==> src/design/lruo_pkg.sv <==
// shared constants, command codes and controller/datapath signal groups
package lruo_pkg;

  localparam int CMD_W    = 3;
  localparam int SLOT_F_W = 5;
  localparam int LIM_W    = 6;
  localparam int OCC_W    = 6;
  localparam int RES_W    = 6;

  localparam int MAX_RESULTS = 32;
  localparam logic [LIM_W-1:0] LIMIT_RESET = 6'd32;

  localparam logic [CMD_W-1:0] CMD_ADD    = 3'd0;
  localparam logic [CMD_W-1:0] CMD_REMOVE = 3'd1;
  localparam logic [CMD_W-1:0] CMD_TOUCH  = 3'd2;
  localparam logic [CMD_W-1:0] CMD_PEEK   = 3'd3;
  localparam logic [CMD_W-1:0] CMD_PURGE  = 3'd4;

  typedef struct packed {
    logic in_rdy;
    logic rd;
    logic sel_head;
    logic unlink;
    logic append;
    logic out_load;
    logic out_evict;
  } ctl_cmd_t;

  typedef struct packed {
    logic [CMD_W-1:0] cmd;
    logic             slot_ok;
    logic             slot_present;
    logic             more;
    logic             out_free;
    logic             in_fire;
  } ctl_sts_t;

endpackage

==> src/design/lruo_ctrl.sv <==
// command sequencer for the lru order list
module lruo_ctrl import lruo_pkg::*; (
  input  logic     clk,
  input  logic     rst_n,
  input  ctl_sts_t sts,
  output ctl_cmd_t ctl
);

  typedef enum logic [2:0] {
    S_IDLE, S_DISP, S_RD, S_UNL, S_APP, S_RESP, S_EMIT
  } state_t;

  state_t state_r, state_nxt;

  always_comb begin
    state_nxt = state_r;
    ctl = '0;
    unique case (state_r)
      S_IDLE: begin
        ctl.in_rdy = 1'b1;
        if (sts.in_fire) state_nxt = S_DISP;
      end
      S_DISP: begin
        unique case (sts.cmd)
          CMD_ADD: state_nxt = (sts.slot_ok && !sts.slot_present) ? S_APP : S_RESP;
          CMD_REMOVE: state_nxt = sts.slot_present ? S_RD : S_RESP;
          CMD_TOUCH: begin
            if (!sts.slot_ok) state_nxt = S_RESP;
            else state_nxt = sts.slot_present ? S_RD : S_APP;
          end
          CMD_PURGE: state_nxt = sts.more ? S_RD : S_RESP;
          default: state_nxt = S_RESP;
        endcase
      end
      S_RD: begin
        ctl.rd = 1'b1;
        ctl.sel_head = (sts.cmd == CMD_PURGE);
        state_nxt = S_UNL;
      end
      S_UNL: begin
        ctl.unlink = 1'b1;
        if (sts.cmd == CMD_TOUCH) state_nxt = S_APP;
        else if (sts.cmd == CMD_PURGE) state_nxt = S_EMIT;
        else state_nxt = S_RESP;
      end
      S_APP: begin
        ctl.append = 1'b1;
        state_nxt = S_RESP;
      end
      S_RESP: begin
        if (sts.out_free) begin
          ctl.out_load = 1'b1;
          state_nxt = S_IDLE;
        end
      end
      S_EMIT: begin
        if (sts.out_free) begin
          ctl.out_load = 1'b1;
          ctl.out_evict = 1'b1;
          state_nxt = sts.more ? S_RD : S_IDLE;
        end
      end
      default: state_nxt = S_IDLE;
    endcase
  end

  always_ff @(posedge clk) begin
    if (!rst_n) state_r <= S_IDLE;
    else state_r <= state_nxt;
  end

endmodule

==> config.mk <==
export PLATFORM = sky130hd
export DESIGN_NAME = lruo_ctrl
export DESIGN_NICKNAME = d
export VERILOG_FILES = /design/src/design/lruo_pkg.sv /design/src/design/lruo_ctrl.sv
export SDC_FILE = /design/constraint.sdc
export NUM_CORES = 1
export LEC_CHECK = 0
export ABC_AREA = 1
export BUFFER_PORTS_ARGS = -buffer_cell sky130_fd_sc_hd__buf_2
export CORE_AREA = 4 4 41 43
export CTS_CLUSTER_SIZE = 20
export DETAILED_ROUTE_END_ITERATION = 6
export DIE_AREA = 0 0 45 47
export PLACE_DENSITY = 0.55
export SLEW_MARGIN = 20
export SYNTH_ARGS = -nofsm -noshare
export SYNTH_HDL_FRONTEND = slang
export SYNTH_SLANG_ARGS = --single-unit
==> constraint.sdc <==
create_clock -name clk -period 1 [get_ports clk]
set_clock_uncertainty 0.05 [all_clocks]
set_input_delay 0.05 -clock clk [delete_from_list [all_inputs] [get_ports clk]]
set_output_delay 0.05 -clock clk [all_outputs]
set_load 0.03 [all_outputs]
==> impl_metrics.json <==
{
  "die_y_um": 47,
  "num_antenna_cells": 0,
  "r2r-end": "state_r[1]",
  "worst_hold_slack_ns": 0.0927,
  "hold_class": "input pin to flip-flop",
  "crit_arrival_ns": 1.12,
  "synthesis.nets": 80,
  "synth_flop_cell": "dfxtp_1",
  "routed_wl_mm": 1.24,
  "reg2reg_slack_ns": -0.14,
  "clkTransAtPathRegs_ns": 0.04,
  "end_kind": "output port",
  "start_kind": "flip-flop",
  "synth_top_area_frac": 0.161,
  "synth_area_leader_cell": "dfxtp_1",
  "rows": 13,
  "io_buffers": 16,
  "dp_slack_ns": -0.134,
  "crit_start": "state_r[2]",
  "via_per_inst": 4.60,
  "cts_buffers": 3,
  "reg2reg_depth": 8,
  "layoutNonFillerInstCount": 121,
  "max_freq_mhz": 817,
  "synth_edf_count": 0,
  "outcome": "complete, but fails checks",
  "root_buffer": "clkbuf_4",
  "cts-htree-levels": 1,
  "min_to": "state_r[0]",
  "yosysSeqAreaShare": 0.161,
  "drive_gt1_frac": 0.575,
  "fp.dieArea_sq_mm": 0.00212,
  "largest_reg_flops": 3,
  "cts_sinks": 3,
  "fin_ws_ns": -0.224,
  "regMostFlops": "state_r",
  "nFillCells": 133,
  "num_io_pins": 17,
  "tightest_slew_ns": 0.211,
  "synth_async_sr_flop_share": 0,
  "utilization": 0.573,
  "avgSynthCellArea_sq_um": 5.33,
  "antenna_found_initial": 0,
  "multi_input_area_sq_um": 307,
  "syn_to_final_growth_pct": 100,
  "ant_nets": 0,
  "ys_top_cells_by_count": "inv_1 (16), nand2_1 (16), nand3_1 (12), nor2_1 (6)",
  "violations": "negative setup slack",
  "setup_viol": 10,
  "tritoncts": "yes",
  "worstHoldStart": "sts[0]",
  "clock_path_buffers": 2,
  "hold_depth": 4,
  "track_usage": 0.138,
  "post-route-period-util": 1.22,
  "drt_iter0_drc": 10,
  "p_leak_uw": 0.000389,
  "largest_registers": "state_r x3",
  "hpwl_um": 900,
  "synth_area_sq_um": 373,
  "insertion_delay_ns": 0.24,
  "seqCellArea_sq_um": 71.3,
  "grt_max_degree": 6,
  "yosys.cell_types.count": 16,
  "final_max_slew_viol_count": 0,
  "grt_pass1_wl_mm": 2.10,
  "power.density_mw_per_mm2": 1440,
  "finalHoldViolCount": 0,
  "vias": 557,
  "finalCriticalPeriod_ns": 1.22,
  "place_congestion": 0.783,
  "finalNetCount": 117,
  "regToRegStartpoint": "state_r[0]",
  "worstSetupPathType": "flip-flop to output port",
  "slew-limit-headroom": 0.859,
  "wl_per_cell_um": 10.2,
  "grt_pass1_vias": 560,
  "crit_required_ns": 0.90,
  "place_inst": 112,
  "coreArea_sq_mm": 0.00130,
  "dieWidth_um": 45,
  "cp_max_fo": 4,
  "start_util": 0.287,
  "dr.pass1.iters": 4,
  "gr-total-overflow": 0,
  "ys_seq_elements": 3,
  "max_cap_viol_count": 0,
  "synthCells": 70,
  "rsz0062_at_grt": "yes",
  "yosys_warnings": 0,
  "drc": 0,
  "synthTopCellsByArea": "dfxtp_1 (16%), nand3_1 (16%), inv_1 (16%)",
  "ir_drop_mv": 0.878
}
[repair_timing]
item	4_1_cts	5_1_grt
buffers inserted	1	3
endpoints found under the setup margin	10	10
hold endpoints to repair	1	0
pin swaps	1	7
gates resized for setup	16	13
hold buffers	1	0
[how the worst max path moves through the flow]
stage            endpoint  cells past startpoint  slack (ns)
2_1_floorplan  state_r[0]                      8       -0.17
3_3_place_gp   state_r[0]                      8       -0.11
3_5_place_dp   state_r[1]                      7       -0.13
4_1_cts            ctl[0]                      5       -0.23
5_1_grt            ctl[4]                      6       -0.29
6_report           ctl[4]                      5       -0.22
[placed cells by master (no fill, tap or decap), drive strengths merged]
cell / instances
nand2: 17
clkbuf: 4
inv: 17
dfxtp: 3
dlygate4sd3: 1
nand3b: 1
a21oi: 3
a31oi: 1
nand4: 3
nor3: 2
buf: 31
nor2: 10
nand3: 12
o21ai: 1
[final cells by class]
class,count,area share
tap,15,0.0252
sequential,3,0.0956
inverter,17,0.0923
timing repair buffer,32,0.341
multi-input combinational,50,0.411
clock buffer,4,0.0352
[cells by family (layout without fill, tap and decap cells)]
| group | Yosys count | in the layout | synth area share |
|---|---|---|---|
| flops | 3 | 3 | 0.161 |
| compound gates | 5 | 5 | 0.0906 |
| simple gates | 45 | 45 | 0.577 |
| buf+inv | 17 | 53 | 0.171 |
[where the power goes]
| group | switching (uW) | total (uW) | leakage (uW) | internal (uW) |
|---|---|---|---|---|
| registers | 43.5 | 197 | 0.0000267 | 154 |
| clock network | 73.3 | 224 | 0.0000150 | 150 |
| logic | 343 | 653 | 0.000347 | 309 |
[per-layer routing]
layer  GRT usage  vias up  wire length (um)
met5           0        -                 0
met4      0.0526        0                11
met3      0.0345        2                64
met2       0.260       14               660
met1       0.147      247               498
li1            -      294                 -
[worst max-delay path, cell delays in order (launching register included)]
cell and delay [ns]:
dfxtp_4 0.35, buf_6 0.12, nor2_4 0.11, inv_2 0.05, nor2_2 0.12, buf_6 0.14
[stage by stage]
stage          power (uW)  cell area [sq um]  setup TNS (ns)
2_1_floorplan         487                415          -0.473
3_5_place_dp          676                597          -0.496
5_1_grt              1170                746           -2.36
4_1_cts               985                686           -1.64
6_report             1070                746           -1.69
3_3_place_gp          671                597          -0.444
Power figures use the tool's default switching activity.
